==> src/rtl/mcs_pkg.sv <==
// Package for the monotone cubic spline coefficient block.
// Constants, codes, arithmetic request type and saturation helpers. No dependencies.
package mcs_pkg;

	localparam int IN_FRAC_BITS  = 16;
	localparam int OUT_FRAC_BITS = 24;
	localparam int UP_SHIFT   = (OUT_FRAC_BITS >= IN_FRAC_BITS) ? (OUT_FRAC_BITS - IN_FRAC_BITS) : 0;
	localparam int DOWN_SHIFT = (OUT_FRAC_BITS < IN_FRAC_BITS) ? (IN_FRAC_BITS - OUT_FRAC_BITS) : 0;

	localparam int CNT_W = 8;
	// bit counts per operation: divide numerators are left aligned in 128 bits
	localparam logic [CNT_W-1:0] NB_SEC  = CNT_W'(33 + OUT_FRAC_BITS);
	localparam logic [CNT_W-1:0] NB_QUAD = CNT_W'(51 + IN_FRAC_BITS);
	localparam logic [CNT_W-1:0] NB_CUBE = CNT_W'(51 + 2 * IN_FRAC_BITS);
	localparam logic [CNT_W-1:0] NB_TQ   = CNT_W'(128);
	localparam logic [CNT_W-1:0] NB_TE   = CNT_W'(86);
	localparam logic [CNT_W-1:0] NB_M48  = CNT_W'(48);
	localparam logic [CNT_W-1:0] NB_M33  = CNT_W'(33);
	localparam logic [CNT_W-1:0] NB_M34  = CNT_W'(34);
	localparam logic [CNT_W-1:0] NB_M32  = CNT_W'(32);

	typedef enum logic [1:0] {ST_OK, ST_FEW, ST_ORDER, ST_SAT} status_t;

	typedef enum logic {ARITH_MUL, ARITH_DIV} arith_op_t;

	typedef struct packed {
		logic             start;
		arith_op_t        op;
		logic [CNT_W-1:0] nbits;
	} arith_req_t;

	typedef struct packed {
		logic        sat;
		logic [47:0] val;
	} sat_t;

	// truncated magnitude to signed 48 bits with clamp
	function automatic sat_t sat48(input logic neg, input logic [127:0] q);
		sat_t r;
		logic [47:0] cap;
		logic [47:0] mg;
		cap = neg ? 48'h8000_0000_0000 : 48'h7FFF_FFFF_FFFF;
		if (q > {80'd0, cap}) begin
			mg = cap;
			r.sat = 1'b1;
		end else begin
			mg = q[47:0];
			r.sat = 1'b0;
		end
		r.val = neg ? (~mg + 48'd1) : mg;
		return r;
	endfunction

	function automatic logic [47:0] mag48(input logic [47:0] v);
		return v[47] ? (~v + 48'd1) : v;
	endfunction

endpackage

==> src/rtl/mcs_arith.sv <==
// Shared iterative unit: shift-add multiply and restoring divide, one bit per cycle.
// Depends on mcs_pkg.
module mcs_arith (
	input  logic               clk,
	input  logic               arst_n,
	input  mcs_pkg::arith_req_t req,
	input  logic [127:0]       opa,
	input  logic [84:0]        opb,
	output logic               done,
	output logic [127:0]       res,
	output logic [84:0]        rem
);
	import mcs_pkg::*;

	logic [127:0]     acc_q;
	logic [127:0]     sh_q;
	logic [84:0]      rm_q;
	logic [83:0]      dv_q;
	logic [CNT_W-1:0] cnt_q;
	arith_op_t        op_q;
	logic             busy_q;
	logic             done_q;

	logic [84:0]  r2;
	logic         ge;
	logic [84:0]  diff;
	logic [127:0] sum;

	always_comb begin
		r2   = {rm_q[83:0], sh_q[127]};
		ge   = r2 >= {1'b0, dv_q};
		diff = r2 - {1'b0, dv_q};
		sum  = acc_q + sh_q;
	end

	always_ff @(posedge clk or negedge arst_n) begin
		if (!arst_n) begin
			busy_q <= 1'b0;
			done_q <= 1'b0;
			cnt_q  <= '0;
			op_q   <= ARITH_MUL;
		end else begin
			done_q <= 1'b0;
			if (req.start) begin
				busy_q <= 1'b1;
				cnt_q  <= req.nbits;
				op_q   <= req.op;
			end else if (busy_q) begin
				cnt_q <= cnt_q - CNT_W'(1);
				if (cnt_q == CNT_W'(1)) begin
					busy_q <= 1'b0;
					done_q <= 1'b1;
				end
			end
		end
	end

	always_ff @(posedge clk) begin
		if (req.start) begin
			acc_q <= '0;
			sh_q  <= opa;
			rm_q  <= (req.op == ARITH_DIV) ? 85'd0 : opb;
			dv_q  <= opb[83:0];
		end else if (busy_q) begin
			if (op_q == ARITH_MUL) begin
				if (rm_q[0])
					acc_q <= sum;
				sh_q <= {sh_q[126:0], 1'b0};
				rm_q <= {1'b0, rm_q[84:1]};
			end else begin
				sh_q  <= {sh_q[126:0], 1'b0};
				acc_q <= {acc_q[126:0], ge};
				rm_q  <= ge ? diff : r2;
			end
		end
	end

	assign done = done_q;
	assign res  = acc_q;
	assign rem  = rm_q;
endmodule

==> config.mk <==
export PLATFORM = sky130hd
export DESIGN_NAME = mcs_arith
export DESIGN_NICKNAME = d
export VERILOG_FILES = /design/src/rtl/mcs_pkg.sv /design/src/rtl/mcs_arith.sv
export SDC_FILE = /design/constraint.sdc
export NUM_CORES = 1
export LEC_CHECK = 0
export ABC_AREA = 1
export BUFFER_PORTS_ARGS = -buffer_cell sky130_fd_sc_hd__buf_2
export CORE_ASPECT_RATIO = 1.4
export CORE_MARGIN = 2
export CORE_UTILIZATION = 40
export CTS_BUF_LIST = sky130_fd_sc_hd__clkbuf_4
export DETAILED_ROUTE_END_ITERATION = 7
export HOLD_SLACK_MARGIN = 0.15
export PLACE_DENSITY = 0.68
export SLEW_MARGIN = 25
export SYNTH_ARGS = -nofsm -noshare
export SYNTH_HDL_FRONTEND = slang
export SYNTH_SLANG_ARGS = --single-unit
==> constraint.sdc <==
create_clock -name clk -period 7.1 [get_ports clk]
set_input_delay 0.71 -clock clk [delete_from_list [all_inputs] [get_ports clk]]
set_output_delay 0.71 -clock clk [all_outputs]
set_load 0.03 [all_outputs]
After elaboration in Yosys (flattened, before gate mapping). Cells that the tools add are included.

Register bits after elaboration: 436. Input port bits: 225. Output and inout port bits: 214. Word-level logic and storage cells: 33.

Add/subtract/negate cells: 3. Magnitude comparators: 1. Eq/ne operators: 1. Mux-type cells: 17. Reductions and logical operators: 3.

Operators by type and width (number): two-way mux 128 bit (4); two-way mux 85 bit (5); adder 128 bit (1); >= comparator 85 x 84 -> 1 bit (1); subtractor 85 x 84 -> 85 bit (1); two-way mux 8 bit (2); == test 8 x 1 -> 1 bit, second input constant (1); subtractor 8 x 1 -> 8 bit, second input constant (1); two-way mux 1 bit (6); nonzero test 2 bit (2); AND reduction 2 bit (1).

Logic depth before layout (Yosys ltp).
Depth after elaboration: 5. Mapped depth: 20. Mapped depth without buffers: 20.

Least setup slack after synthesis. OpenSTA, ideal clock, no wires.

Path type: input port to flip-flop. Start: input req[9] in the netlist's numbering. End: register cnt_q[1]. Library setup time: 0.346 ns. Arrival time: 5.586 ns. Required time: 6.754 ns. Path slack: 1.168 ns. Stages on the path: 4. Path buffers: 1. Path through: clkbuf_1 > nor2_1 > inv_1 > o221ai_1.

Longest elaborated chain between the ends: 1. Elaborated cells on any way between the ends: 2. Classes of those cells: mux (1); reduce/logical (1).

RTL lines: from (decl) (line mcs_arith.sv:6) `input mcs_pkg::arith_req_t req,`; two-way mux 8 bit / nonzero test 2 bit (equally long branches); to (signal assigned) (line mcs_arith.sv:46) `cnt_q <= req.nbits;`; to (signal assigned) (line mcs_arith.sv:49) `cnt_q <= cnt_q - CNT_W'(1);`; to (decl) (line mcs_arith.sv:19) `logic [CNT_W-1:0] cnt_q;`.

Several ways; a longest one is shown, not always the timed one. A chain may end at the register's enable or synchronous reset.

Final worst setup path.
Start: register rm_q[14] (netlist: rem[14]). End: register rm_q[8] (netlist: rem[8]) (data pin).

Longest elaborated chain between the ends: 5.

RTL lines: from (decl) (line mcs_arith.sv:17) `logic [84:0] rm_q;`; from (signal assigned) (line mcs_arith.sv:62) `rm_q <= (req.op == ARITH_DIV) ? 85'd0 : opb;`; from (signal assigned) (line mcs_arith.sv:69) `rm_q <= {1'b0, rm_q[84:1]};`; from (signal assigned) (line mcs_arith.sv:73) `rm_q <= ge ? diff : r2;`; >= comparator 85 x 84 -> 1 bit (line mcs_arith.sv:31) `ge = r2 >= {1'b0, dv_q};`; two-way mux 85 bit (line mcs_arith.sv:73); two-way mux 85 bit (line mcs_arith.sv:65) `if (op_q == ARITH_MUL) begin`; two-way mux 85 bit (line mcs_arith.sv:64) `end else if (busy_q) begin`; two-way mux 85 bit (line mcs_arith.sv:59) `if (req.start) begin`.

Every way passes these cells. The select of a mux whose other input is x is not followed.

==> results.json <==
{
  "status": "finished, final reports clean",
  "r2r_cells": 13,
  "nNetsFinal": 7984,
  "p_leak_uw": 0.0260,
  "synth_cell_type_count": 43,
  "post_drt_wl_per_cell_microns": 21.0,
  "p_total_uw": 13300,
  "power_density_nw_per_um2": 279,
  "post-cts-setup-buffers": 0,
  "cpMostUsedCell": "nand2_1",
  "fin_crit_ns": 4.26,
  "place.gp.congestion": 1.11,
  "grt-ovfl-total": 0,
  "critPathKind": "flop to flop",
  "worst_ep_arrival_time_ns": 5.04,
  "fmax_ghz": 0.235,
  "max_cap_violations": 0,
  "avgViaCountPerCell": 5.05,
  "drive_above_1_share": 0.0899,
  "die_h_microns": 380,
  "areaGrowthSynthToFinish_pct": 18.0,
  "ys_async_sr_fraction": 0.0252,
  "final_common_cell": "nand2_1",
  "synth_flop_cell": "edfxtp_1",
  "synth.avg_cell_area_sq_um": 5.86,
  "worstPathCellList": "ha_1, nand2_1, o21ai_0, a21oi_1, nand3_2, nand2_1, nand3_2, nand2_4, nand2_4, buf_4, o21ai_0, nand3_1, nand2_1",
  "crit_path_end_kind": "flop",
  "rows": 137,
  "wirelength_microns": 188000,
  "slew_violations": 0,
  "clock_skew_ns": 0.0895,
  "cp_max_fo": 63,
  "holdWs_ns": 0.407,
  "ctsHtreeMaxLevel": 3,
  "core_sq_um": 99900,
  "fp.dieArea_sq_um": 104000,
  "antenna_found_initial": 6,
  "final_area_sq_um": 47700,
  "whs_path_depth": 2,
  "synth_cells": 6889,
  "numCtsBuffers": 119,
  "relSlewSlack": 0.243,
  "grt_pass1_wl_microns": 272000,
  "numPortBuffers": 438,
  "clock-sinks": 436,
  "hold_viol_final": 0,
  "ir_worst_vdd_uv": 190,
  "crit_required_ns": 7.88,
  "setup_tns_ns": 0,
  "layout_common_cells": "nand2_1 (2697), inv_1 (1371), nor2_1 (760)",
  "worstSkewPairLatency_ns": 1.06,
  "post-route-period-util": 0.600,
  "start_kind": "flop",
  "seq_area_sq_um": 11800,
  "vias": 45300,
  "r2r-start": "rem[14]$_DFFE_PP_",
  "place_hpwl_microns": 154000,
  "multi_input_area_sq_um": 22900,
  "drt_first_pass_iters": 8,
  "start_util": 0.404,
  "grt_max_degree": 170,
  "r2r_slack_ns": 2.84,
  "initialDrtViolationCount": 3524,
  "ant_nets": 0,
  "clk_pin_slew_ns": 0.08,
  "holdCritStartpoint": "opb[49]",
  "rsz0062_at_grt": "no",
  "grt_pass1_vias": 44200,
  "die-width_microns": 273,
  "setup_viol": 0,
  "syn_nets": 7329,
  "synth_seq_cells": 436,
  "placed_area_sq_um": 43800,
  "crit_path_top_delay_cell": "buf_4",
  "grtUsageTotal": 0.354,
  "crit_path_start": "rem[14]$_DFFE_PP_",
  "cp-endpoint": "rem[8]$_DFFE_PP_",
  "synth_warnings": 0,
  "tightest_slew_ns": 1.14,
  "drc": 0,
  "cts_tree": "yes",
  "ys_seq_area_frac": 0.291,
  "max_stage_delay_ns": 0.63,
  "ioPinCount": 439,
  "synth_area_sq_um": 40400,
  "cts_hold_buf": 225,
  "min-delay-path-class": "input port to flop",
  "synth_edf_count": 297,
  "cts-root-buf": "clkbuf_4",
  "cts_resized": 0,
  "r2r-end": "rem[8]$_DFFE_PP_",
  "cts_buffer_depth": 3,
  "fillers": 10700
}
==> power by group <==
part           internal, uW  switching, uW  total [uW]
logic                  2080           5080        7160
clock network          1280           1220        2500
registers              3200            453        3660
==> cells in the mapped netlist (3+ instances only) <==
library cell  instances  area [sq um]
nand3_1             297          1490
dfxtp_1             128          2560
o21ai_0             234          1170
o21ai_1               3          15.0
nor2_1              763          2860
o21a_1                5          37.5
o21bai_1             29           218
nor2_2                9          56.3
a21boi_0              3          22.5
edfxtp_1            297          8920
buf_1                15          56.3
nor4_1                4          25.0
a22o_1               32           280
buf_2                 8          40.0
inv_2                11          41.3
clkbuf_1            109           409
ha_1                213          2670
inv_1              1373          5150
a21oi_1             376          1880
nand4_1              15          93.8
dfrtp_1              11           275
nand2_1            2697         10100
xor2_1               66           578
nor3_1               59           295
buf_6                10           113
a31oi_1               7          43.8
o211ai_1             34           255
a21o_1                4          30.0
nand3b_1              7          52.6
o221ai_1              4          35.0
xnor2_1              48           420
==> stage by stage <==
stage / cells / worst slack, ns / utilization
4_1_cts: 8958 / 2.91 / 0.477
6_report: 8963 / 2.84 / 0.477
3_5_place_dp: 8518 / 2.92 / 0.439
5_1_grt: 8961 / 2.54 / 0.477
3_3_place_gp: 8518 / 2.96 / 0.438
2_1_floorplan: 6889 / 1.17 / -
==> how the worst min path moves through the flow <==
stage / slack (ns) / endpoint
5_1_grt: 0.37 / dv_q[74]$_DFFE_PP_
3_5_place_dp: 0.49 / res[91]$_SDFFE_PP0P_
4_1_cts: 0.30 / dv_q[74]$_DFFE_PP_
3_3_place_gp: 0.49 / res[33]$_SDFFE_PP0P_
6_report: 0.41 / dv_q[49]$_DFFE_PP_
2_1_floorplan: 0.41 / busy_q$_DFF_PN0_
==> area by class of cell <==
| class | instances | area share |
|---|---|---|
| multi-input cells | 4926 | 0.479 |
| flip-flops and latches | 436 | 0.247 |
| inverters | 1384 | 0.109 |
| repair buffers | 677 | 0.0965 |
| well taps | 1320 | 0.0346 |
| clock buffers | 184 | 0.0290 |
| clock inverters | 31 | 0.00443 |
| diodes | 5 | 0.000262 |
==> sequential cells by signal, indices dropped and copies added (netlist names) <==
name    flops
busy_q      1
cnt_q       8
done        1
dv_q       84
op_q        1
rem        85
res       128
sh_q      128
==> critical path, delay by kind of cell, from the launching register on <==
kind            cells  cell delay [ns]
flops               1             0.47
buf+inv             1             0.63
compound gates      3             0.82
simple gates        8             1.64
fa+ha+maj           1             0.40
==> routing by layer <==
layer	part of all wire	vias up	track usage
li1	-	22500	-
met1	0.37	20600	0.391
met2	0.48	1697	0.615
met3	0.060	487	0.0478
met4	0.086	0	0.268
met5	0	-	0
==> kinds of logic (layout without fill, tap and decap cells) <==
logic type | count (synthesis) | in the layout | share of synthesized area
and+or+nand+nor | 3863 | 3863 | 0.374
buffers and inverters | 1527 | 2276 | 0.144
AOI/OAI and AO/OA | 734 | 734 | 0.0995
DFF | 436 | 436 | 0.291
adders and majority gates | 215 | 215 | 0.0670
xor gates and xnor gates | 114 | 114 | 0.0247
other | 0 | 5 | 0
No activity file was read; power rests on OpenSTA's default activity.
